**src/design/djpm_pkg.sv**
```systemverilog
`timescale 1ns / 1ps
`default_nettype none
// ----------------------------------------------------------------------------
// djpm_pkg: shared definitions for the dijet pairing block
// Widths, reset values, register indexes, sequencer states and split tables.
// ----------------------------------------------------------------------------
package djpm_pkg;

  localparam int VALUE_WIDTH_DEF = 22;
  localparam int CFG_WIDTH       = 21;
  localparam int CFG_ADDR_W      = 5;
  localparam int CFG_DATA_W      = 32;
  localparam int QUEUE_DEPTH     = 2;

  localparam logic [CFG_WIDTH-1:0] W_TARGET_RST = 21'd5145;
  localparam logic [CFG_WIDTH-1:0] Z_TARGET_RST = 21'd5836;
  localparam logic [CFG_WIDTH-1:0] WW_LOW_RST   = 21'd3840;
  localparam logic [CFG_WIDTH-1:0] WW_HIGH_RST  = 21'd5632;
  localparam logic [CFG_WIDTH-1:0] ZZ_LOW_RST   = 21'd5440;
  localparam logic [CFG_WIDTH-1:0] ZZ_HIGH_RST  = 21'd6400;

  typedef enum logic [2:0] {
    REG_W_TARGET = 3'd0,
    REG_Z_TARGET = 3'd1,
    REG_WW_LOW   = 3'd2,
    REG_WW_HIGH  = 3'd3,
    REG_ZZ_LOW   = 3'd4,
    REG_ZZ_HIGH  = 3'd5
  } cfg_reg_t;

  typedef struct packed {
    logic [CFG_WIDTH-1:0] w_target;
    logic [CFG_WIDTH-1:0] z_target;
    logic [CFG_WIDTH-1:0] ww_low;
    logic [CFG_WIDTH-1:0] ww_high;
    logic [CFG_WIDTH-1:0] zz_low;
    logic [CFG_WIDTH-1:0] zz_high;
  } cfg_t;

  typedef enum logic [3:0] {
    ST_IDLE,
    ST_LOAD,
    ST_ADD,
    ST_SQ,
    ST_DIFF,
    ST_SQRT,
    ST_ROUND,
    ST_METRIC,
    ST_UPDATE,
    ST_EMIT
  } back_state_t;

  // Split 0 is 01|23, split 1 is 02|13, split 2 is 03|12.
  function automatic logic [1:0] pair_first(input logic [1:0] split, input logic pair);
    logic [1:0] idx;
    idx = 2'd0;
    if (pair) begin
      case (split)
        2'd0:    idx = 2'd2;
        2'd1:    idx = 2'd1;
        default: idx = 2'd1;
      endcase
    end
    return idx;
  endfunction

  function automatic logic [1:0] pair_second(input logic [1:0] split, input logic pair);
    logic [1:0] idx;
    idx = 2'd3;
    if (!pair) begin
      case (split)
        2'd0:    idx = 2'd1;
        2'd1:    idx = 2'd2;
        default: idx = 2'd3;
      endcase
    end else begin
      case (split)
        2'd0:    idx = 2'd3;
        2'd1:    idx = 2'd3;
        default: idx = 2'd2;
      endcase
    end
    return idx;
  endfunction

endpackage
`default_nettype wire

```
**src/design/djpm_queue.sv**
```systemverilog
`timescale 1ns / 1ps
`default_nettype none
// ----------------------------------------------------------------------------
// djpm_queue: event queue
// A short first-in first-out buffer of complete events between the collector
// and the pairing sequencer.
// ----------------------------------------------------------------------------
module djpm_queue import djpm_pkg::*; #(
  parameter int DATA_W = 8,
  localparam int PTR_W = $clog2(QUEUE_DEPTH),
  localparam int CNT_W = $clog2(QUEUE_DEPTH + 1)
) (
  input  logic              clk,
  input  logic              rst_n,
  input  logic              push,
  input  logic [DATA_W-1:0] push_data,
  output logic              full,
  input  logic              pop,
  output logic              valid,
  output logic [DATA_W-1:0] head
);

  logic [DATA_W-1:0] entry_r [QUEUE_DEPTH];
  logic [PTR_W-1:0]  wr_r;
  logic [PTR_W-1:0]  rd_r;
  logic [CNT_W-1:0]  cnt_r;

  assign full  = (cnt_r == CNT_W'(QUEUE_DEPTH));
  assign valid = (cnt_r != '0);
  assign head  = entry_r[rd_r];

  always_ff @(posedge clk) begin
    if (!rst_n) begin
      wr_r  <= '0;
      rd_r  <= '0;
      cnt_r <= '0;
    end else begin
      if (push) begin
        wr_r <= (wr_r == PTR_W'(QUEUE_DEPTH - 1)) ? '0 : wr_r + PTR_W'(1);
      end
      if (pop) begin
        rd_r <= (rd_r == PTR_W'(QUEUE_DEPTH - 1)) ? '0 : rd_r + PTR_W'(1);
      end
      if (push && !pop) begin
        cnt_r <= cnt_r + CNT_W'(1);
      end else if (pop && !push) begin
        cnt_r <= cnt_r - CNT_W'(1);
      end
    end
  end

  always_ff @(posedge clk) begin
    if (push) begin
      entry_r[wr_r] <= push_data;
    end
  end

endmodule
`default_nettype wire

```
**config.mk**
```make
export PLATFORM = sky130hd
export DESIGN_NAME = djpm_queue
export DESIGN_NICKNAME = d
export VERILOG_FILES = /design/src/design/djpm_pkg.sv /design/src/design/djpm_queue.sv
export SDC_FILE = /design/constraint.sdc
export NUM_CORES = 1
export LEC_CHECK = 0
export ABC_AREA = 1
export BUFFER_PORTS_ARGS = -buffer_cell sky130_fd_sc_hd__buf_2
export CAP_MARGIN = 20
export CELL_PAD_IN_SITES_DETAIL_PLACEMENT = 1
export CELL_PAD_IN_SITES_GLOBAL_PLACEMENT = 1
export CORE_MARGIN = 4
export CORE_UTILIZATION = 42
export CTS_BUF_LIST = sky130_fd_sc_hd__clkbuf_8
export DETAILED_ROUTE_END_ITERATION = 10
export PLACE_DENSITY = 0.86
export SYNTH_ARGS = -nofsm -noshare
export SYNTH_HDL_FRONTEND = slang
export SYNTH_SLANG_ARGS = --single-unit
export TNS_END_PERCENT = 100
```
**constraint.sdc**
```tcl
create_clock -name clk -period 1.8 [get_ports clk]
set_clock_uncertainty 0.2 [all_clocks]
set_input_delay 0.27 -clock clk [delete_from_list [all_inputs] [get_ports clk]]
set_output_delay 0.27 -clock clk [all_outputs]
set_load 0.02 [all_outputs]
```
==> impl_metrics.tcl <==
set metrics [dict create \
    outcome "complete, no violations" \
    num_vias 491 \
    cap_violations 0 \
    crit_fanout 8 \
    yosysSeqAreaShare 0.6895 \
    post-route-drc-count 0 \
    clkPwrFrac 0.290 \
    instances_no_fill 113 \
    p_leak_nw 0.4748 \
    setup_viol_count_final 0 \
    met1_usage 0.1196 \
    cts_root_buffer "clkbuf_8" \
    vias_per_cell 4.345 \
    switching_share 0.2343 \
    final-max-slew-violation-count 0 \
    drive_gt1_frac 0.4205 \
    antenna_found_initial 0 \
    pin_count 22 \
    clkLatencyLatePin_ns 0.26 \
    postRouteAntennaNets 0 \
    wl_per_cell_um 12.28 \
    die-area_um2 2785 \
    grtUsageMet3 0.02279 \
    grt_start_max_net_pins 13 \
    clkTransAtPathRegs_ns 0.07 \
    fin_ws_ns 0.1003 \
    avgSynthCellArea_um2 14.03 \
    postSynthCellCount 60 \
    tns_ns 0 \
    rows 15 \
    hold_class "in2reg" \
    antenna_cells 0 \
    htreeDepth 1 \
    use_met2 0.1756 \
    period_needed_ns 1.700 \
    busiest_layer "met2" \
    io_buffers 21 \
    power_frac_comb 0.146 \
    power_frac_seq 0.564 \
    die_x_um 52.78 \
    fin_nets 102 \
    critPathKind "reg2out" \
    cts_buffers 3 \
    cts_sinks 21 \
    end_kind "output port" \
    ff2ff_path_depth 2 \
    dpl_worst_slack_ns 0.2223 \
    initial_core_util 0.4625 \
    final_cell_mix "buf_2, edfxtp_1, mux2_4, nand2_1, nor2_1" \
    grt_pass1_wl_mm 2.063 \
    hp-start "push_data[7]" \
    cts_tree "done" \
    finalCritPeriodShare 0.9443 \
    p_int_mw 0.7764 \
    r2r-start "wr_r" \
    wl_mm 1.388 \
    n_fill_cell 193 \
    dp_cells 106 \
    startpoint_type "flip-flop" \
    drt-initial-drc-count 3 \
    place_hpwl_mm 1.039 \
    overflow 0 \
    whs_endpoint "entry_r[0][7]" \
    clock.fmax_mhz 588.3 \
    syn-num-nets 73 \
    cts_buffer_depth 2 \
    fp.dieH_um 52.78 \
    syn_to_final_growth_pct 24.96 \
    hold-path-cell-count 1 \
    synth_cell_types 14 \
    rsz0062_at_grt "no" \
    power_density_nw_per_um2 963.7 \
    dr.pass1.iters 4 \
    first_global_vias 469 \
    crit_arrival_ns 1.23 \
    hold_violations 0 \
    synth_warnings 0 \
    final_common_cell "buf_2" \
    core-area_um2 1821 \
    grtUsageTotal 0.1082 \
    worst_slew_pin_slew_ns 0.3137 \
    rrSetupSlack_ns 0.58 \
    place.gp.congestion 0.6242 \
    p_total_mw 1.014 \
    syn_area_um2 842.1 \
    crit_required_ns 1.33 \
    max-vdd-ir-drop_mv 0.4991 \
    max-slew-margin-rel 0.7906 \
    synth_seq_cells 21 \
    netSwitchingPower_mw 0.2376 \
    r2r-end "entry_r[1][1]" \
]
==> state kept, by name, summed over array words and instances (netlist names), named ones only <==
name	cells
wr_r	1
rd_r	1
entry_r	16
cnt_r	2
==> kinds of logic after synthesis <==
family                   Yosys count  synth area share
buffers and inverters              9           0.04903
AND/OR/NAND/NOR                   19           0.09213
multiplexers                       8            0.1427
AO/OA/AOI/OAI                      2           0.01188
flip-flops                        21            0.6895
adder cells (fa/ha/maj)            1           0.01486
==> cell type report <==
class | count | area (um2) | area share
Clock buffer | 3 | 41.29 | 0.03924
Timing Repair Buffer | 25 | 142.6 | 0.1356
Clock inverter | 1 | 5.005 | 0.004756
Multi-Input combinational cell | 30 | 220.2 | 0.2093
Sequential cell | 21 | 581.8 | 0.5529
Tap cell | 25 | 31.28 | 0.02973
Inverter | 8 | 30.03 | 0.02854
==> power by group through the flow <==
stage	Clock [mW]	Combinational (mW)	Sequential [mW]
2_1_floorplan	0	0.106	0.572
3_3_place_gp	0	0.141	0.580
3_5_place_dp	0	0.145	0.582
4_1_cts	0.304	0.149	0.572
5_1_grt	0.323	0.162	0.575
6_report	0.294	0.148	0.572
==> synth_stat cells <==
cell type | count | area (um2)
edfxtp_1 | 16 | 480.5
mux2_4 | 8 | 120.1
nand2_1 | 8 | 30.03
nor2_1 | 8 | 30.03
inv_1 | 7 | 26.28
dfxtp_1 | 5 | 100.1
a21oi_1 | 1 | 5.000
buf_6 | 1 | 11.26
ha_1 | 1 | 12.51
inv_2 | 1 | 3.750
nand2_2 | 1 | 6.260
nand3_1 | 1 | 5.000
nand4_1 | 1 | 6.260
o21ai_0 | 1 | 5.000
==> critical path, cell delays in order, from the launching register on <==
cell     delay [ns]
dfxtp_2        0.48
mux2_4         0.33
buf_2          0.16
==> routing by layer <==
layer,wire [um],vias to the layer above
met2,696,17
met3,96,4
met5,0,-
met1,551,213
met4,44,0
li1,-,257
==> how the worst max path moves through the flow <==
stage	from	endpoint	cells after the start
after floorplan	wr_r	entry_r[0][0]	1
after global placement	flip-flop	head[3]	2
after detailed placement	flip-flop	head[0]	2
after CTS	flip-flop	head[0]	2
after global routing	flip-flop	head[0]	2
final	flip-flop	head[0]	2
==> metrics by stage <==
| stage | util | hold WS [ns] | instance area [um2] |
|---|---|---|---|
| detailed placement | 0.5354 | 0.2617 | 974.7 |
| global placement | 0.5354 | 0.2582 | 974.7 |
| floorplan | - | 0.1689 | 842.1 |
| finish | 0.5780 | 0.004263 | 1052 |
| global route | 0.5780 | 0.001190 | 1052 |
| CTS | 0.5725 | 0.0006071 | 1042 |
==> repair_timing <==
item                                    in CTS  in global routing
buffers inserted                             0                  0
endpoints found under the hold margin        4                  1
hold buffers                                 2                  1
gates resized for setup                      1                  0
endpoints found under the setup margin       8                  0
Power figures use the tool's default switching activity.
