`config.mk`:
```
export PLATFORM = sky130hd
export DESIGN_NAME = djpm_back
export DESIGN_NICKNAME = d
export VERILOG_FILES = /design/src/design/djpm_pkg.sv /design/src/design/djpm_back.sv
export SDC_FILE = /design/constraint.sdc
export NUM_CORES = 2
export LEC_CHECK = 0
export BUFFER_PORTS_ARGS = -buffer_cell sky130_fd_sc_hd__buf_2
export CORE_MARGIN = 2
export CORE_UTILIZATION = 55
export DETAILED_ROUTE_END_ITERATION = 8
export MAX_ROUTING_LAYER = met4
export PLACE_DENSITY_LB_ADDON = 0.25
export SLEW_MARGIN = 5
export SYNTH_ARGS = -nofsm -noshare
export SYNTH_HDL_FRONTEND = slang
export SYNTH_SLANG_ARGS = --single-unit
```
`constraint.sdc`:
```
create_clock -name clk -period 61 [get_ports clk]
set_input_delay 9.15 -clock clk [delete_from_list [all_inputs] [get_ports clk]]
set_output_delay 9.15 -clock clk [all_outputs]
set_load 0.02 [all_outputs]
```
`src/design/djpm_pkg.sv`:
```
`timescale 1ns / 1ps
`default_nettype none
// ----------------------------------------------------------------------------
// djpm_pkg: shared definitions for the dijet pairing block
// Widths, reset values, register indexes, sequencer states and split tables.
// ----------------------------------------------------------------------------
package djpm_pkg;

  localparam int VALUE_WIDTH_DEF = 22;
  localparam int CFG_WIDTH       = 21;
  localparam int CFG_ADDR_W      = 5;
  localparam int CFG_DATA_W      = 32;
  localparam int QUEUE_DEPTH     = 2;

  localparam logic [CFG_WIDTH-1:0] W_TARGET_RST = 21'd5145;
  localparam logic [CFG_WIDTH-1:0] Z_TARGET_RST = 21'd5836;
  localparam logic [CFG_WIDTH-1:0] WW_LOW_RST   = 21'd3840;
  localparam logic [CFG_WIDTH-1:0] WW_HIGH_RST  = 21'd5632;
  localparam logic [CFG_WIDTH-1:0] ZZ_LOW_RST   = 21'd5440;
  localparam logic [CFG_WIDTH-1:0] ZZ_HIGH_RST  = 21'd6400;

  typedef enum logic [2:0] {
    REG_W_TARGET = 3'd0,
    REG_Z_TARGET = 3'd1,
    REG_WW_LOW   = 3'd2,
    REG_WW_HIGH  = 3'd3,
    REG_ZZ_LOW   = 3'd4,
    REG_ZZ_HIGH  = 3'd5
  } cfg_reg_t;

  typedef struct packed {
    logic [CFG_WIDTH-1:0] w_target;
    logic [CFG_WIDTH-1:0] z_target;
    logic [CFG_WIDTH-1:0] ww_low;
    logic [CFG_WIDTH-1:0] ww_high;
    logic [CFG_WIDTH-1:0] zz_low;
    logic [CFG_WIDTH-1:0] zz_high;
  } cfg_t;

  typedef enum logic [3:0] {
    ST_IDLE,
    ST_LOAD,
    ST_ADD,
    ST_SQ,
    ST_DIFF,
    ST_SQRT,
    ST_ROUND,
    ST_METRIC,
    ST_UPDATE,
    ST_EMIT
  } back_state_t;

  // Split 0 is 01|23, split 1 is 02|13, split 2 is 03|12.
  function automatic logic [1:0] pair_first(input logic [1:0] split, input logic pair);
    logic [1:0] idx;
    idx = 2'd0;
    if (pair) begin
      case (split)
        2'd0:    idx = 2'd2;
        2'd1:    idx = 2'd1;
        default: idx = 2'd1;
      endcase
    end
    return idx;
  endfunction

  function automatic logic [1:0] pair_second(input logic [1:0] split, input logic pair);
    logic [1:0] idx;
    idx = 2'd3;
    if (!pair) begin
      case (split)
        2'd0:    idx = 2'd1;
        2'd1:    idx = 2'd2;
        default: idx = 2'd3;
      endcase
    end else begin
      case (split)
        2'd0:    idx = 2'd3;
        2'd1:    idx = 2'd3;
        default: idx = 2'd2;
      endcase
    end
    return idx;
  endfunction

endpackage
`default_nettype wire

```
`src/design/djpm_back.sv`:
```
`timescale 1ns / 1ps
`default_nettype none
// ----------------------------------------------------------------------------
// djpm_back: pairing sequencer
// Forms pair sums, squares them on one shared multiplier, takes a bit-serial
// rounded square root, scores the three splits and holds the result.
// ----------------------------------------------------------------------------
module djpm_back import djpm_pkg::*; #(
  parameter int VALUE_WIDTH = VALUE_WIDTH_DEF,
  localparam int VW   = VALUE_WIDTH,
  localparam int MW   = VW - 1,
  localparam int PW   = 4 * VW - 1,
  localparam int OW   = 6 * MW + 8,
  localparam int SW   = VW + 1,
  localparam int SQW  = 2 * VW + 2,
  localparam int RADW = 2 * VW,
  localparam int DW   = (MW > CFG_WIDTH) ? MW : CFG_WIDTH,
  localparam int OPW  = (SW > DW) ? SW : DW,
  localparam int PRW  = 2 * OPW,
  localparam int MTW  = 2 * DW + 1,
  localparam int ITW  = $clog2(VW)
) (
  input  logic          clk,
  input  logic          rst_n,
  input  cfg_t          cfg,
  input  logic          q_valid,
  input  logic [4*PW-1:0] q_data,
  output logic          q_pop,
  output logic          out_valid,
  input  logic          out_ready,
  output logic [OW-1:0] out_data
);

  back_state_t state_r, state_nxt;

  logic [PW-1:0]     part_r [4];
  logic [1:0]        split_r;
  logic              pair_r;
  logic [2:0]        sub_r;
  logic [ITW-1:0]    it_r;
  logic signed [SW-1:0] sx_r, sy_r, sz_r;
  logic [VW-1:0]     se_r;
  logic [PRW-1:0]    prod_r;
  logic [SQW-1:0]    e2_r, p2_r;
  logic [RADW-1:0]   rem_r, bit_r;
  logic [RADW:0]     res_r;
  logic [MW-1:0]     m_r [2];
  logic [MTW-1:0]    mw_r, mz_r;
  logic [1:0]        bw_idx_r, bz_idx_r, bb_idx_r;
  logic [MTW-1:0]    bw_met_r, bz_met_r;
  logic [MW-1:0]     bb_met_r;
  logic [MW-1:0]     bw_hi_r, bw_lo_r, bz_hi_r, bz_lo_r, bb_hi_r, bb_lo_r;
  logic              out_valid_r;
  logic [OW-1:0]     out_data_r;

  logic              out_free;
  logic              out_load;
  logic [1:0]        rd_sel;
  logic [PW-1:0]     rd_part;
  logic signed [SW-1:0] ex, ey, ez;
  logic [VW-1:0]     ee;
  logic [OPW-1:0]    mul_op;
  logic [PRW-1:0]    prod;
  logic [RADW:0]     trial;
  logic [VW:0]       rnd;
  logic [MW-1:0]     mass;
  logic [DW-1:0]     dw1, dw2, dz1, dz2;
  logic [MW-1:0]     hi, lo, bal;
  logic              is_ww, is_zz;

  function automatic logic [DW-1:0] adiff(input logic [DW-1:0] a, input logic [DW-1:0] b);
    return (a > b) ? a - b : b - a;
  endfunction

  function automatic logic [OPW-1:0] mag(input logic signed [SW-1:0] v);
    logic [SW-1:0] u;
    u = v[SW-1] ? SW'(-v) : SW'(v);
    return OPW'(u);
  endfunction

  function automatic logic inwin(input logic [MW-1:0] v, input logic [CFG_WIDTH-1:0] low,
                                 input logic [CFG_WIDTH-1:0] high);
    return (DW'(low) < DW'(v)) && (DW'(v) < DW'(high));
  endfunction

  assign out_free = !out_valid_r || out_ready;
  assign rd_part  = part_r[rd_sel];
  assign ex   = SW'(signed'(rd_part[VW-1:0]));
  assign ey   = SW'(signed'(rd_part[2*VW-1:VW]));
  assign ez   = SW'(signed'(rd_part[3*VW-1:2*VW]));
  assign ee   = VW'(rd_part[PW-1:3*VW]);
  assign prod = mul_op * mul_op;
  assign trial = res_r + (RADW + 1)'(bit_r);
  assign rnd  = res_r[VW:0] + (VW + 1)'(({1'b0, rem_r} > res_r) ? 1 : 0);
  assign mass = (|rnd[VW:MW]) ? '1 : rnd[MW-1:0];
  assign dw1  = adiff(DW'(m_r[0]), DW'(cfg.w_target));
  assign dw2  = adiff(DW'(m_r[1]), DW'(cfg.w_target));
  assign dz1  = adiff(DW'(m_r[0]), DW'(cfg.z_target));
  assign dz2  = adiff(DW'(m_r[1]), DW'(cfg.z_target));
  assign hi   = (m_r[0] > m_r[1]) ? m_r[0] : m_r[1];
  assign lo   = (m_r[0] > m_r[1]) ? m_r[1] : m_r[0];
  assign bal  = hi - lo;
  assign is_ww = inwin(bw_hi_r, cfg.ww_low, cfg.ww_high) && inwin(bw_lo_r, cfg.ww_low, cfg.ww_high);
  assign is_zz = inwin(bz_hi_r, cfg.zz_low, cfg.zz_high) && inwin(bz_lo_r, cfg.zz_low, cfg.zz_high);

  always_comb begin
    state_nxt = state_r;
    case (state_r)
      ST_IDLE:   if (q_valid) state_nxt = ST_LOAD;
      ST_LOAD:   state_nxt = ST_ADD;
      ST_ADD:    state_nxt = ST_SQ;
      ST_SQ:     if (sub_r == 3'd4) state_nxt = ST_DIFF;
      ST_DIFF:   state_nxt = ST_SQRT;
      ST_SQRT:   if (it_r == ITW'(VW - 1)) state_nxt = ST_ROUND;
      ST_ROUND:  state_nxt = pair_r ? ST_METRIC : ST_LOAD;
      ST_METRIC: if (sub_r == 3'd4) state_nxt = ST_UPDATE;
      ST_UPDATE: state_nxt = (split_r == 2'd2) ? ST_EMIT : ST_LOAD;
      ST_EMIT:   if (out_free) state_nxt = ST_IDLE;
      default:   state_nxt = ST_IDLE;
    endcase
  end

  always_comb begin
    q_pop    = 1'b0;
    out_load = 1'b0;
    rd_sel   = pair_first(split_r, pair_r);
    mul_op   = '0;
    case (state_r)
      ST_IDLE: q_pop = q_valid;
      ST_ADD:  rd_sel = pair_second(split_r, pair_r);
      ST_SQ: begin
        case (sub_r)
          3'd0:    mul_op = OPW'(se_r);
          3'd1:    mul_op = mag(sx_r);
          3'd2:    mul_op = mag(sy_r);
          3'd3:    mul_op = mag(sz_r);
          default: mul_op = '0;
        endcase
      end
      ST_METRIC: begin
        case (sub_r)
          3'd0:    mul_op = OPW'(dw1);
          3'd1:    mul_op = OPW'(dw2);
          3'd2:    mul_op = OPW'(dz1);
          3'd3:    mul_op = OPW'(dz2);
          default: mul_op = '0;
        endcase
      end
      ST_EMIT: out_load = out_free;
      default: ;
    endcase
  end

  always_ff @(posedge clk) begin
    if (!rst_n) begin
      state_r     <= ST_IDLE;
      out_valid_r <= 1'b0;
      split_r     <= 2'd0;
      pair_r      <= 1'b0;
      sub_r       <= 3'd0;
      it_r        <= '0;
    end else begin
      state_r <= state_nxt;
      if (out_load) begin
        out_valid_r <= 1'b1;
      end else if (out_ready) begin
        out_valid_r <= 1'b0;
      end
      case (state_r)
        ST_IDLE: begin
          split_r <= 2'd0;
          pair_r  <= 1'b0;
        end
        ST_ADD:    sub_r <= 3'd0;
        ST_SQ:     sub_r <= sub_r + 3'd1;
        ST_DIFF:   it_r <= '0;
        ST_SQRT:   it_r <= it_r + ITW'(1);
        ST_ROUND: begin
          pair_r <= ~pair_r;
          sub_r  <= 3'd0;
        end
        ST_METRIC: sub_r <= sub_r + 3'd1;
        ST_UPDATE: split_r <= split_r + 2'd1;
        default: ;
      endcase
    end
  end

  always_ff @(posedge clk) begin
    prod_r <= prod;
    case (state_r)
      ST_IDLE: begin
        for (int i = 0; i < 4; i++) begin
          part_r[i] <= q_data[i*PW +: PW];
        end
      end
      ST_LOAD: begin
        sx_r <= ex;
        sy_r <= ey;
        sz_r <= ez;
        se_r <= ee;
      end
      ST_ADD: begin
        sx_r <= sx_r + ex;
        sy_r <= sy_r + ey;
        sz_r <= sz_r + ez;
        se_r <= se_r + ee;
      end
      ST_SQ: begin
        case (sub_r)
          3'd1:    e2_r <= prod_r[SQW-1:0];
          3'd2:    p2_r <= prod_r[SQW-1:0];
          3'd3:    p2_r <= p2_r + prod_r[SQW-1:0];
          3'd4:    p2_r <= p2_r + prod_r[SQW-1:0];
          default: ;
        endcase
      end
      ST_DIFF: begin
        rem_r <= (e2_r > p2_r) ? RADW'(e2_r - p2_r) : '0;
        res_r <= '0;
        bit_r <= RADW'(1) << (RADW - 2);
      end
      ST_SQRT: begin
        if ({1'b0, rem_r} >= trial) begin
          rem_r <= rem_r - trial[RADW-1:0];
          res_r <= (res_r >> 1) + (RADW + 1)'(bit_r);
        end else begin
          res_r <= res_r >> 1;
        end
        bit_r <= bit_r >> 2;
      end
      ST_ROUND: m_r[pair_r] <= mass;
      ST_METRIC: begin
        case (sub_r)
          3'd1:    mw_r <= MTW'(prod_r[2*DW-1:0]);
          3'd2:    mw_r <= mw_r + MTW'(prod_r[2*DW-1:0]);
          3'd3:    mz_r <= MTW'(prod_r[2*DW-1:0]);
          3'd4:    mz_r <= mz_r + MTW'(prod_r[2*DW-1:0]);
          default: ;
        endcase
      end
      ST_UPDATE: begin
        if ((split_r == 2'd0) || (mw_r < bw_met_r)) begin
          bw_met_r <= mw_r;
          bw_idx_r <= split_r;
          bw_hi_r  <= hi;
          bw_lo_r  <= lo;
        end
        if ((split_r == 2'd0) || (mz_r < bz_met_r)) begin
          bz_met_r <= mz_r;
          bz_idx_r <= split_r;
          bz_hi_r  <= hi;
          bz_lo_r  <= lo;
        end
        if ((split_r == 2'd0) || (bal < bb_met_r)) begin
          bb_met_r <= bal;
          bb_idx_r <= split_r;
          bb_hi_r  <= hi;
          bb_lo_r  <= lo;
        end
      end
      default: ;
    endcase
    if (out_load) begin
      out_data_r <= {is_zz, is_ww, bb_lo_r, bb_hi_r, bb_idx_r, bz_lo_r, bz_hi_r, bz_idx_r,
                     bw_lo_r, bw_hi_r, bw_idx_r};
    end
  end

  assign out_valid = out_valid_r;
  assign out_data  = out_data_r;

`ifndef NO_ASSERTIONS
  a_emit_split: assert property (@(posedge clk) disable iff (!rst_n)
    (state_r == ST_EMIT) |-> (bw_idx_r != 2'd3) && (bz_idx_r != 2'd3) && (bb_idx_r != 2'd3))
    else $error("chosen split index out of range");
  a_valid_from_emit: assert property (@(posedge clk) disable iff (!rst_n)
    $rose(out_valid_r) |-> ($past(state_r) == ST_EMIT))
    else $error("result raised outside emit");
  a_round_after_root: assert property (@(posedge clk) disable iff (!rst_n)
    (state_r == ST_ROUND) |-> ($past(state_r) == ST_SQRT) && ($past(it_r) == ITW'(VW - 1)))
    else $error("rounding without a full root");
`endif

endmodule
`default_nettype wire

```
==> results.rst <==
.. list-table::
   :header-rows: 1

   * - Metric
     - Value
   * - Least setup slack across all paths after layout
     - 39.89 ns
   * - Drt drc
     - 2
   * - Setup total negative slack
     - 0 ns
   * - Leading register cell type out of synthesis
     - edfxtp_1
   * - Worst setup skew after layout
     - between 0.07 and 0.08 ns
   * - GRT Total Usage
     - 0.3275
   * - Total clock buffers created by CTS
     - 136
   * - Sequential power share
     - 0.431
   * - Initial drt markers
     - 6,130
   * - CTS clk-pin slew, worst paths
     - 0.06 ns
   * - Peak VDD IR
     - 0.03617 mV
   * - Relative slew margins
     - 0.2520
   * - Layout-stage area growth over the synthesis result
     - 11.07%
   * - RSZ-0062 raised after global routing
     - false
   * - Count of distinct cell types in the synthesized netlist
     - 98
   * - Netlist area before placement
     - about 93,000 µm²
   * - Congestion Overflow GR
     - 0
   * - R2R cell count
     - 40
   * - Switching share of power
     - 0.3079
   * - Final period demand of the worst path
     - 21.11 ns
   * - Clock network power share
     - 0.340
   * - Worst-case setup slack after placement
     - 39.40 ns
   * - Area fraction of the dominant cell type after synthesis
     - 0.3684
   * - Number of buffers added on ports
     - between 600 and 700
   * - Placed Area
     - 98,760 µm²
   * - Number of flip-flops and latches in the synthesized netlist
     - 1,203
   * - Number of instances on the worst hold path
     - 0
   * - Vertical die dimension
     - 415.4 µm
   * - Dominant cell type by area after synthesis
     - edfxtp_1
   * - Wire length of the first global-routing pass
     - 422.1 mm
   * - Vias per Instance
     - 6.055
   * - DP HPWL
     - roughly 220 mm
   * - Clk sinks
     - 1,203
   * - Required time at the endpoint of the critical path
     - 61.73 ns
   * - Switching Power
     - 0.7577 mW
   * - # Max-Cap Violations
     - 0
   * - Combinational share of power
     - 0.229
   * - Number of nets produced by synthesis
     - roughly 11,000
   * - Dpl cells
     - 11,620
   * - Number of antenna violations at the first check in global routing
     - 39
   * - Leakage power total
     - ~46 nW
   * - Clock root cell
     - clkbuf_16
   * - Top cells by area in the synthesized netlist
     - edfxtp_1 37%, ha_1 14%, fa_1 8.6%
   * - Final instance count without filler cells
     - between 10,000 and 15,000
   * - Failing checks
     - design-rule violations
   * - Post-CTS setup buffers
     - 0
   * - EDFF count, synth
     - between 1,000 and 1,500
   * - Fraction of registers with async set or reset after synthesis
     - 0
   * - Layout cells sized above 1
     - 0.1174
   * - Final weighted congestion in routability-driven placement
     - roughly 1
   * - Outcome
     - finished with violations
   * - Most repeated cell in the gate-level netlist after synthesis
     - edfxtp_1
   * - Total of cells resized after clock tree synthesis
     - 0
   * - Die Span X
     - roughly 420 µm
   * - Critical-path cell with the highest stage delay
     - a21o_1
   * - Top post-synthesis cells by count
     - 1,142 x edfxtp_1, 1,031 x ha_1, 1,015 x inv_1
   * - Largest fanout of any net on the critical path
     - 27
   * - Cell-internal power
     - 1.704 mW
   * - TritonCTS clock tree
     - yes
   * - Peak Freq
     - 47.38 MHz
   * - Vias after detailed routing
     - 72,010
   * - Post-layout util
     - 0.6169
   * - PD cells
     - approximately 24 nW/µm²
   * - Average wire per standard cell
     - 23.19 µm
   * - Number of warnings printed during yosys synthesis
     - 0
   * - Type of the worst setup path
     - primary input to flip-flop
   * - Maximum number of pins on one net before global-route repair
     - 100
   * - Synthesized area per cell
     - slightly above 10 µm²
   * - Worst-case register-to-register setup slack
     - 47.79 ns
   * - Sequential cell area fraction in the yosys report
     - 0.3815
   * - Die area
     - 172,600 µm²
   * - Kind of start point of the critical path
     - primary input
   * - Number of hold violations in the final report
     - 0
   * - Total wire length
     - 275.7 mm
   * - Final Hold Slack
     - 0.4020 ns
   * - Starting Density
     - 0.5554
   * - Maximum clock path buffer count
     - 3
   * - Clock insertion delay at the later pin of the skew report
     - 0.86 ns
   * - Post-synthesis cell count
     - around 9,000
   * - Slew Limit Fails
     - 0
   * - Vias in the first global route
     - 71,990
   * - Slew @ Worst Pin
     - 1.115 ns
   * - Crit. End Element
     - flip-flop
   * - Cell area after layout
     - 103,400 µm²
   * - Number of nets at the end of the flow
     - 11,460
   * - Row count
     - 150
   * - Final worst-path cycle share
     - 0.3460
   * - Core region area
     - about 170,000 µm²
   * - CP arrival
     - 21.84 ns
   * - Final antenna-violating net count
     - 0
   * - Count of final setup violators
     - 0
   * - Pwr Total
     - ~2.5 mW
   * - First-pass detailed-route iteration total
     - 9
   * - Count of boundary I/O pins
     - 614
   * - Largest incremental delay on the critical path
     - between 0.7 and 0.8 ns
   * - Maximum level of the CTS H-tree
     - 4
   * - Hold Buf Count CTS
     - 0
   * - Worst min-delay path category
     - flip-flop to flip-flop
## state kept, by name (all words and copies together), names as in the netlist, 22 cells and up
register and count:
part_r 348, out_data 134, p2_r 46, e2_r 45, prod_r 45, res_r 45, rem_r 44, bw_met_r 43
bz_met_r 43, mw_r 43, mz_r 43, m_r 42, sx_r 23, sy_r 23, sz_r 23, bit_r 22
se_r 22
## critical path, delay by kind of cell
family	cells	cell delay, ns
compound gates	19	5.98
fa+ha+maj	9	4.16
buf+inv	8	1.26
simple gates	3	0.55
xor+xnor	2	0.55
mux	1	0.17
## layout by cell type (no fill, tap or decap), types with 27 or more instances in the layout
cell          n
o211ai_1     34
a31oi_1      77
ha_1       1031
a211oi_1     78
buf_4       100
inv_1      1014
clkbuf_1     27
diode_2      29
nand3_1     127
or3_1        35
fa_1        398
dfxtp_1      61
o21ai_0     547
nor4_1       37
o21bai_1     86
a21o_1      325
o31ai_1      62
xor2_1      214
nor3_1      112
o21a_1       72
xnor2_1     328
or2_2        33
nand4_1      89
mux4_2       87
clkbuf_16   138
buf_2       613
nand2b_1    141
o22ai_1      65
nor2b_1      95
and3_1       74
nor2_1      523
a21oi_1     504
mux2i_1      64
and2_1       68
edfxtp_1   1142
nand2_1     739
## final cells by class
cell class	instances	area, µm²
clock inverter	82	989.7
clock buffer	166	3568
inverter	1022	3836
antenna	29	72.57
timing repair buffer	715	3859
multi-input combinational	6471	52800
tap	2204	2758
sequential	1203	35510
fill	13580	64200
## power groups by stage
stage	Combinational [mW]	Clock (mW)	Sequential, mW
after floorplan	0.404	0	1.13
after global placement	0.537	0	1.07
after detailed placement	0.552	0	1.08
after CTS	0.557	0.848	1.06
after global routing	0.619	0.878	1.07
final	0.564	0.836	1.06
## kinds of logic (layout without fill, tap and decap cells)
logic type,after synthesis,in the layout,synth area share
AO/OA/AOI/OAI,2173,2173,0.1503
AND/OR/NAND/NOR,2160,2160,0.1094
adder cells (fa/ha/maj),1429,1429,0.2242
buffers and inverters,1309,1985,0.05363
flip-flops,1203,1203,0.3815
XOR/XNOR,542,542,0.05099
multiplexers,167,167,0.02999
other,0,29,0
## per-layer routing
metal / track usage / part of all wire
met5: - / 0
met2: 0.5209 / 0.47
met4: 0.1384 / 0.043
met3: 0.04286 / 0.068
met1: 0.4233 / 0.42
## path summary, 6_finish.rpt
path | startpoint | to
max | cfg[113] | prod_r[45]
min | bb_lo_r[18] | out_data[129]
max reg2reg | m_r[0][10] | prod_r[45]
min reg2reg | bb_lo_r[18] | out_data[129]
(Power assumes the default switching activity.)
