### src/design/djpm_pkg.sv
`timescale 1ns / 1ps
`default_nettype none
// ----------------------------------------------------------------------------
// djpm_pkg: shared definitions for the dijet pairing block
// Widths, reset values, register indexes, sequencer states and split tables.
// ----------------------------------------------------------------------------
package djpm_pkg;

  localparam int VALUE_WIDTH_DEF = 22;
  localparam int CFG_WIDTH       = 21;
  localparam int CFG_ADDR_W      = 5;
  localparam int CFG_DATA_W      = 32;
  localparam int QUEUE_DEPTH     = 2;

  localparam logic [CFG_WIDTH-1:0] W_TARGET_RST = 21'd5145;
  localparam logic [CFG_WIDTH-1:0] Z_TARGET_RST = 21'd5836;
  localparam logic [CFG_WIDTH-1:0] WW_LOW_RST   = 21'd3840;
  localparam logic [CFG_WIDTH-1:0] WW_HIGH_RST  = 21'd5632;
  localparam logic [CFG_WIDTH-1:0] ZZ_LOW_RST   = 21'd5440;
  localparam logic [CFG_WIDTH-1:0] ZZ_HIGH_RST  = 21'd6400;

  typedef enum logic [2:0] {
    REG_W_TARGET = 3'd0,
    REG_Z_TARGET = 3'd1,
    REG_WW_LOW   = 3'd2,
    REG_WW_HIGH  = 3'd3,
    REG_ZZ_LOW   = 3'd4,
    REG_ZZ_HIGH  = 3'd5
  } cfg_reg_t;

  typedef struct packed {
    logic [CFG_WIDTH-1:0] w_target;
    logic [CFG_WIDTH-1:0] z_target;
    logic [CFG_WIDTH-1:0] ww_low;
    logic [CFG_WIDTH-1:0] ww_high;
    logic [CFG_WIDTH-1:0] zz_low;
    logic [CFG_WIDTH-1:0] zz_high;
  } cfg_t;

  typedef enum logic [3:0] {
    ST_IDLE,
    ST_LOAD,
    ST_ADD,
    ST_SQ,
    ST_DIFF,
    ST_SQRT,
    ST_ROUND,
    ST_METRIC,
    ST_UPDATE,
    ST_EMIT
  } back_state_t;

  // Split 0 is 01|23, split 1 is 02|13, split 2 is 03|12.
  function automatic logic [1:0] pair_first(input logic [1:0] split, input logic pair);
    logic [1:0] idx;
    idx = 2'd0;
    if (pair) begin
      case (split)
        2'd0:    idx = 2'd2;
        2'd1:    idx = 2'd1;
        default: idx = 2'd1;
      endcase
    end
    return idx;
  endfunction

  function automatic logic [1:0] pair_second(input logic [1:0] split, input logic pair);
    logic [1:0] idx;
    idx = 2'd3;
    if (!pair) begin
      case (split)
        2'd0:    idx = 2'd1;
        2'd1:    idx = 2'd2;
        default: idx = 2'd3;
      endcase
    end else begin
      case (split)
        2'd0:    idx = 2'd3;
        2'd1:    idx = 2'd3;
        default: idx = 2'd2;
      endcase
    end
    return idx;
  endfunction

endpackage
`default_nettype wire

### src/design/djpm_front.sv
`timescale 1ns / 1ps
`default_nettype none
// ----------------------------------------------------------------------------
// djpm_front: particle collector
// Stores the first three particles of an event and pushes the whole event
// into the queue when the fourth arrives.
// ----------------------------------------------------------------------------
module djpm_front import djpm_pkg::*; #(
  parameter int VALUE_WIDTH = VALUE_WIDTH_DEF,
  localparam int PW = 4 * VALUE_WIDTH - 1
) (
  input  logic          clk,
  input  logic          rst_n,
  input  logic          in_valid,
  output logic          in_ready,
  input  logic [PW-1:0] in_particle,
  input  logic          q_full,
  output logic          q_push,
  output logic [4*PW-1:0] q_data
);

  logic [1:0]    cnt_r;
  logic [1:0]    cnt_nxt;
  logic [PW-1:0] stored_r [3];
  logic          accept;

  assign in_ready = (cnt_r != 2'd3) || !q_full;
  assign accept   = in_valid && in_ready;
  assign q_push   = accept && (cnt_r == 2'd3);
  assign q_data   = {in_particle, stored_r[2], stored_r[1], stored_r[0]};
  assign cnt_nxt  = cnt_r + 2'd1;

  always_ff @(posedge clk) begin
    if (!rst_n) begin
      cnt_r <= 2'd0;
    end else if (accept) begin
      cnt_r <= cnt_nxt;
    end
  end

  always_ff @(posedge clk) begin
    if (accept && (cnt_r != 2'd3)) begin
      stored_r[cnt_r] <= in_particle;
    end
  end

endmodule
`default_nettype wire

### config.mk
export PLATFORM = sky130hd
export DESIGN_NAME = djpm_front
export DESIGN_NICKNAME = d
export VERILOG_FILES = /design/src/design/djpm_pkg.sv /design/src/design/djpm_front.sv
export SDC_FILE = /design/constraint.sdc
export NUM_CORES = 1
export LEC_CHECK = 0
export BUFFER_PORTS_ARGS = -buffer_cell sky130_fd_sc_hd__buf_2
export CORE_AREA = 2 2 169 171
export CTS_BUF_LIST = sky130_fd_sc_hd__clkbuf_4 sky130_fd_sc_hd__clkbuf_8 sky130_fd_sc_hd__clkbuf_16
export DETAILED_ROUTE_END_ITERATION = 10
export DIE_AREA = 0 0 171 173
export GPL_ROUTABILITY_DRIVEN = 0
export SYNTH_ARGS = -nofsm -noshare
export SYNTH_HDL_FRONTEND = slang
export SYNTH_SLANG_ARGS = --single-unit
export TNS_END_PERCENT = 50
### constraint.sdc
create_clock -name clk -period 3.45 [get_ports clk]
set_input_delay 0.5175 -clock clk [delete_from_list [all_inputs] [get_ports clk]]
set_output_delay 0.5175 -clock clk [all_outputs]
set_load 0.005 [all_outputs]
==> results of run 1 <==
per-layer routing:
metal / up-vias / wire (um) / track usage, %
li1: 2091 / - / -
met1: 2182 / 7420 / 14.1
met2: 273 / 9620 / 21.5
met3: 29 / 1740 / 3.55
met4: 0 / 377 / 3.57
met5: - / 0 / 0
metrics by stage:
| step | hold slack, ns | util (%) | instance area (um2) |
|---|---|---|---|
| 2_1_floorplan | 0.468 | - | 8680 |
| 3_3_place_gp | 0.482 | 39.0 | 10800 |
| 3_5_place_dp | 0.494 | 39.0 | 10800 |
| 4_1_cts | 0.175 | 42.1 | 11600 |
| 5_1_grt | 0.193 | 42.1 | 11600 |
| 6_report | 0.206 | 42.1 | 11600 |
state kept, by name, indices dropped and copies added (netlist names):
| name | cells |
|---|---|
| stored_r | 261 |
| cnt_r | 2 |
worst min-delay path by stage:
stage,cells after the start,slack [ns],startpoint,to
after detailed placement,2,0.49,cnt_r[1],cnt_r[1]
after global placement,2,0.48,cnt_r[1],cnt_r[1]
final,1,0.21,in_particle[12],stored_r[1][12]
after global routing,1,0.19,in_particle[34],stored_r[0][34]
after floorplan,2,0.47,cnt_r[1],cnt_r[1]
after CTS,1,0.18,in_particle[15],stored_r[1][15]
kinds of logic (layout without fill, tap and decap cells):
group,after synthesis,in the layout,synth area share (%)
AO/OA/AOI/OAI,1,1,0.130
AND/OR/NAND/NOR,11,11,0.649
multiplexers,2,2,0.231
adder cells (fa/ha/maj),4,4,0.577
buffers and inverters,89,491,7.61
flip-flops,263,263,90.8
Yosys cell counts:
library cell | number | area, um2
sky130_fd_sc_hd__edfxtp_1 | 261 | 7840
sky130_fd_sc_hd__buf_4 | 87 | 653
sky130_fd_sc_hd__nand2_1 | 5 | 18.8
sky130_fd_sc_hd__ha_1 | 4 | 50.1
sky130_fd_sc_hd__and2_1 | 3 | 18.8
sky130_fd_sc_hd__dfxtp_1 | 2 | 40.0
sky130_fd_sc_hd__inv_1 | 2 | 7.51
sky130_fd_sc_hd__mux2i_1 | 2 | 20.0
sky130_fd_sc_hd__a21boi_2 | 1 | 11.3
sky130_fd_sc_hd__nand2b_1 | 1 | 6.26
sky130_fd_sc_hd__nor2_1 | 1 | 3.75
sky130_fd_sc_hd__nor2b_2 | 1 | 8.76
layout make-up:
| type | count | area [um2] |
|---|---|---|
| Multi-Input combinational cell | 18 | 145 |
| Tap cell | 378 | 473 |
| Clock buffer | 30 | 698 |
| Fill cell | 2516 | 16000 |
| Timing Repair Buffer | 443 | 2260 |
| Inverter | 2 | 7.51 |
| Sequential cell | 263 | 7880 |
| Clock inverter | 16 | 159 |
worst reg2reg max path, stage by stage, from the launching register on:
cell	delay, ns
sky130_fd_sc_hd__dfxtp_1	0.35
sky130_fd_sc_hd__ha_1	0.27
sky130_fd_sc_hd__nor2b_2	0.18
sky130_fd_sc_hd__and2_4	0.55
sky130_fd_sc_hd__buf_12	0.38
power groups by stage:
stage / Clock [W] / Combinational [W] / Sequential [W]
detailed placement: 0 / 0.000470 / 0.00382
CTS: 0.00287 / 0.000473 / 0.00375
floorplan: 0 / 0.000154 / 0.00386
finish: 0.00278 / 0.000456 / 0.00375
global placement: 0 / 0.000463 / 0.00382
global route: 0.00298 / 0.000503 / 0.00377
==> run_summary.xml, run 1 <==
<?xml version="1.0" encoding="UTF-8"?>
<metrics>
  <group name="worst_setup_path">
    <metric name="cp_cell_sequence" unit="">ha_1, nor2b_2, and2_4, buf_12</metric>
    <metric name="reg2reg_to" unit="">stored_r[2][21]</metric>
    <metric name="max_stage_delay" unit="ns">0.55</metric>
    <metric name="critical_path.reg2reg.startpoint" unit="">cnt_r[0]</metric>
    <metric name="rrSetupSlack" unit="ns">1.34</metric>
    <metric name="critical_path_required" unit="ns">3.64</metric>
    <metric name="worst_path_max_delay_cell" unit="">sky130_fd_sc_hd__and2_4</metric>
    <metric name="crit_path_start" unit="">cnt_r[0]</metric>
    <metric name="critical_path_cell_count" unit="">4</metric>
    <metric name="critPathCaptureType" unit="">register</metric>
    <metric name="start_kind" unit="">register</metric>
    <metric name="path_buf_inv" unit="">1</metric>
    <metric name="cp_max_fo" unit="">46</metric>
    <metric name="worst_setup_path_endpoint" unit="">stored_r[2][21]</metric>
    <metric name="rr_worst_depth" unit="">4</metric>
    <metric name="timing.setup.critical_path_class" unit="">register to register</metric>
    <metric name="crit_arrival" unit="ns">2.30</metric>
    <metric name="crit_family" unit="">simple AND/OR/NAND/NOR gates</metric>
  </group>
  <group name="clock_network">
    <metric name="cts.htree.levels" unit="">1</metric>
    <metric name="ctsHoldBuffers" unit="">0</metric>
    <metric name="clk_buf_depth" unit="">3</metric>
    <metric name="cts_tree" unit="">done</metric>
    <metric name="clkSlewWorstSetupHoldPaths" unit="ns">0.06</metric>
    <metric name="cts_root_buffer" unit="">sky130_fd_sc_hd__clkbuf_16</metric>
    <metric name="postCtsSetupRepairBufs" unit="">0</metric>
    <metric name="cts-buffers-inserted" unit="">26</metric>
    <metric name="numClockSinks" unit="">263</metric>
    <metric name="clkLatencyLatePin" unit="ns">0.52</metric>
    <metric name="cts-resized-gates" unit="">0</metric>
  </group>
  <group name="pwr">
    <metric name="power_report.internal_total" unit="W">0.00557</metric>
    <metric name="power.ir.vdd_worst" unit="mV">0.290</metric>
    <metric name="static-leakage-power" unit="nW">4.69</metric>
    <metric name="total_power_of_the_final_layout" unit="W">0.00699</metric>
    <metric name="combinational_share_of_power" unit="%">6.5</metric>
    <metric name="pwr_density_cell" unit="nW/um2">601</metric>
    <metric name="p_sw_share" unit="%">20.3</metric>
    <metric name="power_frac_clock" unit="%">39.8</metric>
    <metric name="power.sequential.fraction" unit="%">53.7</metric>
    <metric name="power.switching" unit="W">0.00142</metric>
  </group>
  <group name="synthesis">
    <metric name="synth-warning-count" unit="">0</metric>
    <metric name="synthDistinctLibCells" unit="">12</metric>
    <metric name="post_synth.cell_area_avg" unit="um2">23.4</metric>
    <metric name="gate_count_of_the_mapped_netlist" unit="">370</metric>
    <metric name="synth.net_count" unit="">465</metric>
    <metric name="summed_instance_area_of_the_synthesized_netlist" unit="um2">8680</metric>
    <metric name="synth_seq_area_share" unit="%">90.8</metric>
    <metric name="synth.ff_latch_count" unit="">263</metric>
  </group>
  <group name="floorplan">
    <metric name="dieArea" unit="um2">29600</metric>
    <metric name="core_region" unit="um2">27600</metric>
    <metric name="die_h" unit="um">173</metric>
    <metric name="placement_rows" unit="">61</metric>
    <metric name="floorplan.die.width" unit="um">171</metric>
    <metric name="io-pin-count" unit="">441</metric>
    <metric name="initial_core_util" unit="%">31.4</metric>
  </group>
  <group name="sta">
    <metric name="hold_violations" unit="">0</metric>
    <metric name="fin_worst_skew" unit="ns">0.0142</metric>
    <metric name="final_slew_viol_count" unit="">0</metric>
    <metric name="final-setup-viol-count" unit="">0</metric>
    <metric name="worst_slew_margin_rel" unit="%">54.7</metric>
    <metric name="timing_worst_slew_pin_value" unit="ns">0.679</metric>
    <metric name="grt_setup_unrepaired" unit="">false</metric>
    <metric name="tns" unit="ns">0</metric>
    <metric name="period_needed" unit="ns">2.11</metric>
    <metric name="post-route-period-util" unit="%">61.1</metric>
    <metric name="worst_slack" unit="ns">1.34</metric>
    <metric name="fmax" unit="GHz">0.474</metric>
  </group>
  <group name="cells_and_area">
    <metric name="layout.cells.most_common_list" unit="">sky130_fd_sc_hd__buf_2, sky130_fd_sc_hd__edfxtp_1, sky130_fd_sc_hd__clkbuf_16, sky130_fd_sc_hd__clkinv_2, sky130_fd_sc_hd__nand2_1</metric>
    <metric name="syn_to_final_growth" unit="%">34.0</metric>
    <metric name="antenna-diode-count" unit="">0</metric>
    <metric name="fin_nets" unit="">849</metric>
    <metric name="layout-drive-gt1-share" unit="%">63.5</metric>
    <metric name="final_non_filler_cells" unit="">1150</metric>
    <metric name="final_common_cell" unit="">sky130_fd_sc_hd__buf_2</metric>
  </group>
  <group name="drt">
    <metric name="drt_iter0_drc" unit="">245</metric>
    <metric name="vias" unit="">4575</metric>
    <metric name="vias_per_cell" unit="">3.98</metric>
    <metric name="routedWlPerCell" unit="um">16.7</metric>
    <metric name="drt_pass1_iterations" unit="">4</metric>
    <metric name="drt_drc_violations_left" unit="">0</metric>
    <metric name="remaining_number_of_nets_flagged_by_the_antenna_check_after_routing" unit="">0</metric>
    <metric name="routed_wirelength" unit="um">19200</metric>
  </group>
  <group name="grt">
    <metric name="grt_pass1_vias" unit="">4528</metric>
    <metric name="maximum_number_of_pins_on_one_net_before_global_route_repair" unit="">47</metric>
    <metric name="grt_first_pass_wirelength" unit="um">27300</metric>
    <metric name="globalRouteTotalUtil" unit="%">12.1</metric>
    <metric name="sum_of_overflow_across_all_layers_after_global_routing" unit="">0</metric>
    <metric name="grt_antenna_before_repair" unit="">0</metric>
  </group>
  <group name="placed_design">
    <metric name="pre_cts_ws" unit="ns">1.29</metric>
    <metric name="numPlacedInstances" unit="">1104</metric>
    <metric name="numPortBuffers" unit="">440</metric>
    <metric name="dp_hpwl" unit="um">13400</metric>
  </group>
  <group name="job">
    <metric name="drv_cap" unit="">0</metric>
  </group>
  <group name="status">
    <metric name="status" unit="">finished, final reports clean</metric>
  </group>
  <group name="min_path">
    <metric name="min_path_type" unit="">input port to register</metric>
  </group>
</metrics>
No activity file was read; power rests on OpenSTA's default activity.
==> run 2, diff against run 1 <==
==> constraint.sdc (replaced) <==
create_clock -name clk -period 2.1 [get_ports clk]
set_input_delay 0.315 -clock clk [delete_from_list [all_inputs] [get_ports clk]]
set_output_delay 0.315 -clock clk [all_outputs]
set_load 0.005 [all_outputs]
==> run 2 against run 1 <==
Net effect:
- critical path type is now register to output port
- first-iteration DRC count up 13%
- hold slack worse by 0.18 ns
- sequential power up 65%
- combinational power up 77%
- flip-flop and latch count unchanged
- highest routed layer unchanged
- die area unchanged
==> run_summary.xml, run 2 (synthesized netlist as in run 1, its figures left out) <==
<?xml version="1.0" encoding="UTF-8"?>
<metrics>
  <group name="status">
    <metric name="status" unit="">finished, final reports clean</metric>
  </group>
  <group name="cells_and_area">
    <metric name="multi_input_logic_area" unit="um2">145</metric>
    <metric name="antenna-diode-count" unit="">0</metric>
    <metric name="final_non_filler_cells" unit="">1180</metric>
    <metric name="layout.core_utilization" unit="%">43.2</metric>
    <metric name="layout-drive-gt1-share" unit="%">61.5</metric>
    <metric name="layout.filler_cells" unit="">2480</metric>
    <metric name="sequential_cell_area" unit="um2">7880</metric>
    <metric name="syn_to_final_growth" unit="%">37.7</metric>
    <metric name="largest_register_ffs" unit="">261</metric>
    <metric name="max_flop_register" unit="">stored_r</metric>
    <metric name="fin_nets" unit="">878</metric>
    <metric name="final_common_cell" unit="">sky130_fd_sc_hd__buf_2</metric>
    <metric name="layout_top_registers" unit="">stored_r (261), cnt_r (2)</metric>
    <metric name="layout.cells.most_common_list" unit="">sky130_fd_sc_hd__buf_2, sky130_fd_sc_hd__edfxtp_1, sky130_fd_sc_hd__clkbuf_16, sky130_fd_sc_hd__dlygate4sd3_1</metric>
  </group>
  <group name="clock_network">
    <metric name="clk_buf_depth" unit="">3</metric>
    <metric name="cts.htree.levels" unit="">1</metric>
    <metric name="cts_tree" unit="">done</metric>
    <metric name="postCtsSetupRepairBufs" unit="">0</metric>
    <metric name="cts-buffers-inserted" unit="">27</metric>
    <metric name="clkSlewWorstSetupHoldPaths" unit="ns">0.06</metric>
    <metric name="cts_root_buffer" unit="">sky130_fd_sc_hd__clkbuf_16</metric>
    <metric name="clkLatencyLatePin" unit="ns">0.51</metric>
    <metric name="cts-resized-gates" unit="">0</metric>
    <metric name="numClockSinks" unit="">263</metric>
  </group>
  <group name="min_path">
    <metric name="min_path_type" unit="">input port to register</metric>
    <metric name="hp-start" unit="">in_particle[23]</metric>
  </group>
  <group name="pwr">
    <metric name="power.ir.vdd_worst" unit="mV">0.561</metric>
    <metric name="power_frac_clock" unit="%">39.8</metric>
    <metric name="combinational_share_of_power" unit="%">7.0</metric>
    <metric name="power.sequential.fraction" unit="%">53.3</metric>
    <metric name="static-leakage-power" unit="nW">4.82</metric>
    <metric name="power.switching" unit="W">0.00235</metric>
    <metric name="p_sw_share" unit="%">20.3</metric>
    <metric name="power_report.internal_total" unit="W">0.00922</metric>
    <metric name="pwr_density_cell" unit="nW/um2">969</metric>
  </group>
  <group name="placed_design">
    <metric name="dp_hpwl" unit="um">13400</metric>
    <metric name="pre_cts_ws" unit="ns">0.454</metric>
    <metric name="numPlacedInstances" unit="">1107</metric>
    <metric name="numPortBuffers" unit="">440</metric>
  </group>
  <group name="grt">
    <metric name="sum_of_overflow_across_all_layers_after_global_routing" unit="">0</metric>
    <metric name="grt_antenna_before_repair" unit="">0</metric>
    <metric name="globalRouteTotalUtil" unit="%">12.3</metric>
    <metric name="maximum_number_of_pins_on_one_net_before_global_route_repair" unit="">50</metric>
    <metric name="grt_pass1_vias" unit="">4694</metric>
    <metric name="grt_first_pass_wirelength" unit="um">27800</metric>
  </group>
  <group name="sta">
    <metric name="timing_worst_slew_pin_value" unit="ns">0.318</metric>
    <metric name="final-setup-viol-count" unit="">0</metric>
    <metric name="fin_worst_skew" unit="ns">0.00536</metric>
    <metric name="period_needed" unit="ns">1.73</metric>
    <metric name="post-route-period-util" unit="%">82.6</metric>
    <metric name="worst_slew_margin_rel" unit="%">78.8</metric>
    <metric name="tns" unit="ns">0</metric>
    <metric name="worst_slack" unit="ns">0.366</metric>
    <metric name="hold_violations" unit="">0</metric>
    <metric name="grt_setup_unrepaired" unit="">false</metric>
    <metric name="fmax" unit="GHz">0.577</metric>
    <metric name="final_slew_viol_count" unit="">0</metric>
  </group>
  <group name="drt">
    <metric name="route.met3.wl" unit="um">1520</metric>
    <metric name="drt_drc_violations_left" unit="">0</metric>
    <metric name="highest-signal-layer" unit="">met4</metric>
    <metric name="detail_route.wirelength.met1" unit="um">7640</metric>
    <metric name="routedWlPerCell" unit="um">16.5</metric>
    <metric name="remaining_number_of_nets_flagged_by_the_antenna_check_after_routing" unit="">0</metric>
    <metric name="vias_per_cell" unit="">4.03</metric>
    <metric name="vias" unit="">4756</metric>
    <metric name="drt_pass1_iterations" unit="">5</metric>
    <metric name="routed_wirelength" unit="um">19500</metric>
    <metric name="wl_met2" unit="um">9930</metric>
    <metric name="drt_iter0_drc" unit="">278</metric>
  </group>
  <group name="worst_setup_path">
    <metric name="critical_path.reg2reg.startpoint" unit="">cnt_r[0]</metric>
    <metric name="crit_arrival" unit="ns">1.42</metric>
    <metric name="critPathCaptureType" unit="">output port</metric>
    <metric name="timing.setup.critical_path_class" unit="">register to output port</metric>
    <metric name="critical_path_required" unit="ns">1.78</metric>
    <metric name="crit_family" unit="">flip-flops</metric>
    <metric name="start_kind" unit="">register</metric>
    <metric name="worst_path_max_delay_cell" unit="">sky130_fd_sc_hd__dfxtp_1</metric>
    <metric name="crit_path_start" unit="">cnt_r[0]</metric>
    <metric name="cp_cell_sequence" unit="">ha_1, nand2_1, nor2_1, buf_2</metric>
    <metric name="max_stage_delay" unit="ns">0.39</metric>
    <metric name="path_buf_inv" unit="">1</metric>
    <metric name="cp_max_fo" unit="">5</metric>
  </group>
  <group name="floorplan">
    <metric name="floorplan.die.width" unit="um">171</metric>
    <metric name="placement_rows" unit="">61</metric>
    <metric name="initial_core_util" unit="%">31.4</metric>
    <metric name="die_h" unit="um">173</metric>
    <metric name="io-pin-count" unit="">441</metric>
    <metric name="dieArea" unit="um2">29600</metric>
    <metric name="core_region" unit="um2">27600</metric>
  </group>
  <group name="job">
    <metric name="drv_cap" unit="">0</metric>
  </group>
</metrics>
==> run 2: routing by layer <==
layer | up-vias | track usage [%]
li1 | 2156 | -
met1 | 2294 | 14.4
met2 | 272 | 22.0
met3 | 34 | 2.98
met4 | 0 | 3.81
met5 | - | 0
==> run 2: layout make-up <==
type	instances	area share [%]
flip-flops and latches	263	66.0
well taps	378	3.96
clock buffers	31	5.91
inverters	2	0.0629
repair buffers	471	21.5
multi-input cells	18	1.22
clock inverters	17	1.36
==> run 2: power groups by stage <==
stage / combinational [W] / clock (W) / sequential, W
floorplan: 0.000254 / 0 / 0.00633
global placement: 0.000781 / 0 / 0.00628
detailed placement: 0.000792 / 0 / 0.00628
CTS: 0.000826 / 0.00473 / 0.00617
global route: 0.000882 / 0.00494 / 0.00619
finish: 0.000807 / 0.00460 / 0.00617
==> run 2: stage by stage <==
step / hold WS [ns] / instance area [um2] / power (W)
2_1_floorplan: 0.414 / 8680 / 0.00658
3_3_place_gp: 0.486 / 10800 / 0.00706
3_5_place_dp: 0.500 / 10800 / 0.00707
4_1_cts: 0.000235 / 11900 / 0.0117
5_1_grt: 0.00357 / 11900 / 0.0120
6_report: 0.0244 / 11900 / 0.0116
==> run 2: worst paths after layout <==
check	end	depth (start not counted)	slack, ns
worst min register to register	cnt_r[1]	2	0.51
worst min-delay path	stored_r[1][23]	1	0.02
worst max-delay path	q_push	4	0.37
worst max register to register	stored_r[0][48]	4	0.46
==> run 2: timing repair <==
item / CTS / global route
endpoints found under the hold margin: 62 / 4
hold buffers: 23 / 2
setup endpoints to repair: 0 / 0
==> run 3, diff against run 2 <==
==> constraint.sdc (replaced) <==
create_clock -name clk -period 1.77 [get_ports clk]
set_input_delay 0.2655 -clock clk [delete_from_list [all_inputs] [get_ports clk]]
set_output_delay 0.2655 -clock clk [all_outputs]
set_load 0.005 [all_outputs]
==> run 3 against run 2 <==
Net effect:
- sequential power up 19%
- flip-flop and latch count is the same
- critical path depth unchanged
- via count is 5.8% higher
- register-to-register slack worse by 0.29 ns
- die area unchanged
- clock skew rose by 0.0019 ns
- worst setup slack got worse by 0.24 ns
- hold slack worse by 0.0065 ns
- global-route usage rose by 0.73 points
- largest cell class unchanged
- largest power group unchanged
- highest routed layer unchanged
==> run_summary.xml, run 3 (synthesized netlist as in run 1, its figures left out) <==
<?xml version="1.0" encoding="UTF-8"?>
<metrics>
  <group name="status">
    <metric name="status" unit="">finished, final reports clean</metric>
  </group>
  <group name="cells_and_area">
    <metric name="layout-drive-gt1-share" unit="%">57.4</metric>
    <metric name="final_non_filler_cells" unit="">1239</metric>
    <metric name="final_common_cell" unit="">sky130_fd_sc_hd__buf_2</metric>
    <metric name="antenna-diode-count" unit="">0</metric>
    <metric name="max_flop_register" unit="">stored_r</metric>
    <metric name="post_route_standard_cell_area_excluding_fillers" unit="um2">12500</metric>
    <metric name="syn_to_final_growth" unit="%">44.5</metric>
    <metric name="largest_register_ffs" unit="">261</metric>
    <metric name="layout_top_registers" unit="">stored_r (261), cnt_r (2)</metric>
    <metric name="layout.core_utilization" unit="%">45.4</metric>
    <metric name="layout.cells.most_common_list" unit="">sky130_fd_sc_hd__buf_2, sky130_fd_sc_hd__edfxtp_1, sky130_fd_sc_hd__dlygate4sd3_1, sky130_fd_sc_hd__clkbuf_16</metric>
    <metric name="fin_nets" unit="">937</metric>
  </group>
  <group name="clock_network">
    <metric name="cts_tree" unit="">done</metric>
    <metric name="numClockSinks" unit="">263</metric>
    <metric name="cts_root_buffer" unit="">sky130_fd_sc_hd__clkbuf_16</metric>
    <metric name="cts.htree.levels" unit="">1</metric>
    <metric name="clk_buf_depth" unit="">3</metric>
    <metric name="cts-buffers-inserted" unit="">26</metric>
    <metric name="clkLatencyLatePin" unit="ns">0.52</metric>
    <metric name="clkSlewWorstSetupHoldPaths" unit="ns">0.06</metric>
  </group>
  <group name="placed_design">
    <metric name="numPortBuffers" unit="">440</metric>
    <metric name="numPlacedInstances" unit="">1107</metric>
    <metric name="place_area" unit="um2">10800</metric>
    <metric name="dp_hpwl" unit="um">13700</metric>
  </group>
  <group name="pwr">
    <metric name="pwr_density_cell" unit="nW/um2">1100</metric>
    <metric name="power.ir.vdd_worst" unit="mV">0.797</metric>
    <metric name="static-leakage-power" unit="nW">5.07</metric>
    <metric name="total_power_of_the_final_layout" unit="W">0.0138</metric>
  </group>
  <group name="sta">
    <metric name="fmax" unit="GHz">0.607</metric>
    <metric name="tns" unit="ns">0</metric>
    <metric name="final-setup-viol-count" unit="">0</metric>
    <metric name="hold_violations" unit="">0</metric>
    <metric name="worst_slew_margin_rel" unit="%">78.2</metric>
    <metric name="post-route-period-util" unit="%">93.1</metric>
    <metric name="fin_worst_skew" unit="ns">0.00729</metric>
    <metric name="period_needed" unit="ns">1.65</metric>
    <metric name="final_slew_viol_count" unit="">0</metric>
    <metric name="grt_setup_unrepaired" unit="">false</metric>
    <metric name="timing_worst_slew_pin_value" unit="ns">0.327</metric>
  </group>
  <group name="floorplan">
    <metric name="core_region" unit="um2">27600</metric>
    <metric name="placement_rows" unit="">61</metric>
    <metric name="dieArea" unit="um2">29600</metric>
    <metric name="floorplan.die.width" unit="um">171</metric>
    <metric name="io-pin-count" unit="">441</metric>
    <metric name="die_h" unit="um">173</metric>
    <metric name="initial_core_util" unit="%">31.4</metric>
  </group>
  <group name="grt">
    <metric name="grt_antenna_before_repair" unit="">0</metric>
    <metric name="grt_first_pass_wirelength" unit="um">29600</metric>
    <metric name="maximum_number_of_pins_on_one_net_before_global_route_repair" unit="">49</metric>
    <metric name="sum_of_overflow_across_all_layers_after_global_routing" unit="">0</metric>
    <metric name="grt_pass1_vias" unit="">5043</metric>
    <metric name="globalRouteTotalUtil" unit="%">13.0</metric>
  </group>
  <group name="drt">
    <metric name="remaining_number_of_nets_flagged_by_the_antenna_check_after_routing" unit="">0</metric>
    <metric name="routedWlPerCell" unit="um">16.7</metric>
    <metric name="drt_drc_violations_left" unit="">0</metric>
    <metric name="drt_iter0_drc" unit="">327</metric>
    <metric name="vias" unit="">5033</metric>
    <metric name="vias_per_cell" unit="">4.06</metric>
    <metric name="routed_wirelength" unit="um">20700</metric>
    <metric name="drt_pass1_iterations" unit="">4</metric>
  </group>
  <group name="worst_setup_path">
    <metric name="rrSetupSlack" unit="ns">0.17</metric>
    <metric name="critical_path_required" unit="ns">1.50</metric>
    <metric name="reg2reg_to" unit="">stored_r[0][79]</metric>
    <metric name="start_kind" unit="">register</metric>
    <metric name="crit_arrival" unit="ns">1.38</metric>
    <metric name="rr_worst_depth" unit="">4</metric>
    <metric name="critPathCaptureType" unit="">output port</metric>
    <metric name="timing.setup.critical_path_class" unit="">register to output port</metric>
    <metric name="critical_path.reg2reg.startpoint" unit="">cnt_r[0]</metric>
    <metric name="cp_max_fo" unit="">4</metric>
  </group>
  <group name="min_path">
    <metric name="hold_depth" unit="">1</metric>
    <metric name="hp-start" unit="">in_particle[0]</metric>
    <metric name="min_path_type" unit="">input port to register</metric>
    <metric name="worstHoldEndpoint" unit="">stored_r[0][0]</metric>
  </group>
  <group name="job">
    <metric name="drv_cap" unit="">0</metric>
  </group>
</metrics>
-- run 3: cell types whose count changed in the layout (fill, tap and decap cells not counted) --
cell and delta:
sky130_fd_sc_hd__clkbuf_4 +1, sky130_fd_sc_hd__clkinv_2 +1, sky130_fd_sc_hd__clkinv_4 -1, sky130_fd_sc_hd__clkinvlp_4 -1, sky130_fd_sc_hd__dfxtp_1 -1, sky130_fd_sc_hd__dfxtp_2 +1, sky130_fd_sc_hd__dlygate4sd3_1 +60, sky130_fd_sc_hd__ha_1 -1
sky130_fd_sc_hd__ha_2 +1, sky130_fd_sc_hd__inv_6 -1
-- run 3: cell type report --
cell class,count,area [um2]
Tap cell,378,473
Clock buffer,32,713
Fill cell,2398,15100
Inverter,2,7.51
Clock inverter,15,143
Sequential cell,263,7880
Timing Repair Buffer,531,3170
Multi-Input combinational cell,18,148
-- run 3: worst max-delay path by stage --
stage	startpoint	to	slack, ns	cells after the start
2_1_floorplan	cnt_r[0]	stored_r[0][0]	0.006	3
3_3_place_gp	cnt_r[0]	stored_r[0][1]	0.19	4
3_5_place_dp	cnt_r[0]	stored_r[0][79]	0.17	4
4_1_cts	cnt_r[0]	q_push	0.05	4
5_1_grt	cnt_r[1]	q_push	0.02	4
6_report	cnt_r[1]	q_push	0.12	4
-- run 3: worst max-delay path, cell delays in order, from the launching register on --
cell and delay, ns:
sky130_fd_sc_hd__dfxtp_1 0.38, sky130_fd_sc_hd__ha_2 0.24, sky130_fd_sc_hd__nand2_1 0.06, sky130_fd_sc_hd__nor2_1 0.07
sky130_fd_sc_hd__buf_2 0.11
-- run 3: what timing repair did --
item | CTS | global route
hold buffers | 85 | 0
setup buffers | 0 | 0
hold endpoints to repair | 255 | 0
resized for setup | 0 | 1
setup endpoints to repair | 0 | 1
-- run 3: through the flow --
| stage | setup slack, ns | hold slack, ns |
|---|---|---|
| CTS | 0.0485 | 0.00335 |
| floorplan | 0.00550 | 0.364 |
| detailed placement | 0.172 | 0.481 |
| global route | 0.0227 | 0.00166 |
| global placement | 0.191 | 0.480 |
| finish | 0.123 | 0.0179 |
-- run 3: power by group --
| part | internal, W | switching, W | leakage [nW] |
|---|---|---|---|
| clock network | 0.00328 | 0.00216 | 0.431 |
| registers | 0.00724 | 0.0000739 | 2.43 |
| logic | 0.000497 | 0.000574 | 2.21 |
| total | 0.0110 | 0.00281 | 5.07 |
-- run 3: routing by layer --
layer  share of wire (%)  track usage, %  routed length, um
met5                   0               0                  0
met4                 2.5            4.13                510
met2                  52            24.2              10800
met3                 8.1            3.25               1680
met1                  37            14.4               7680
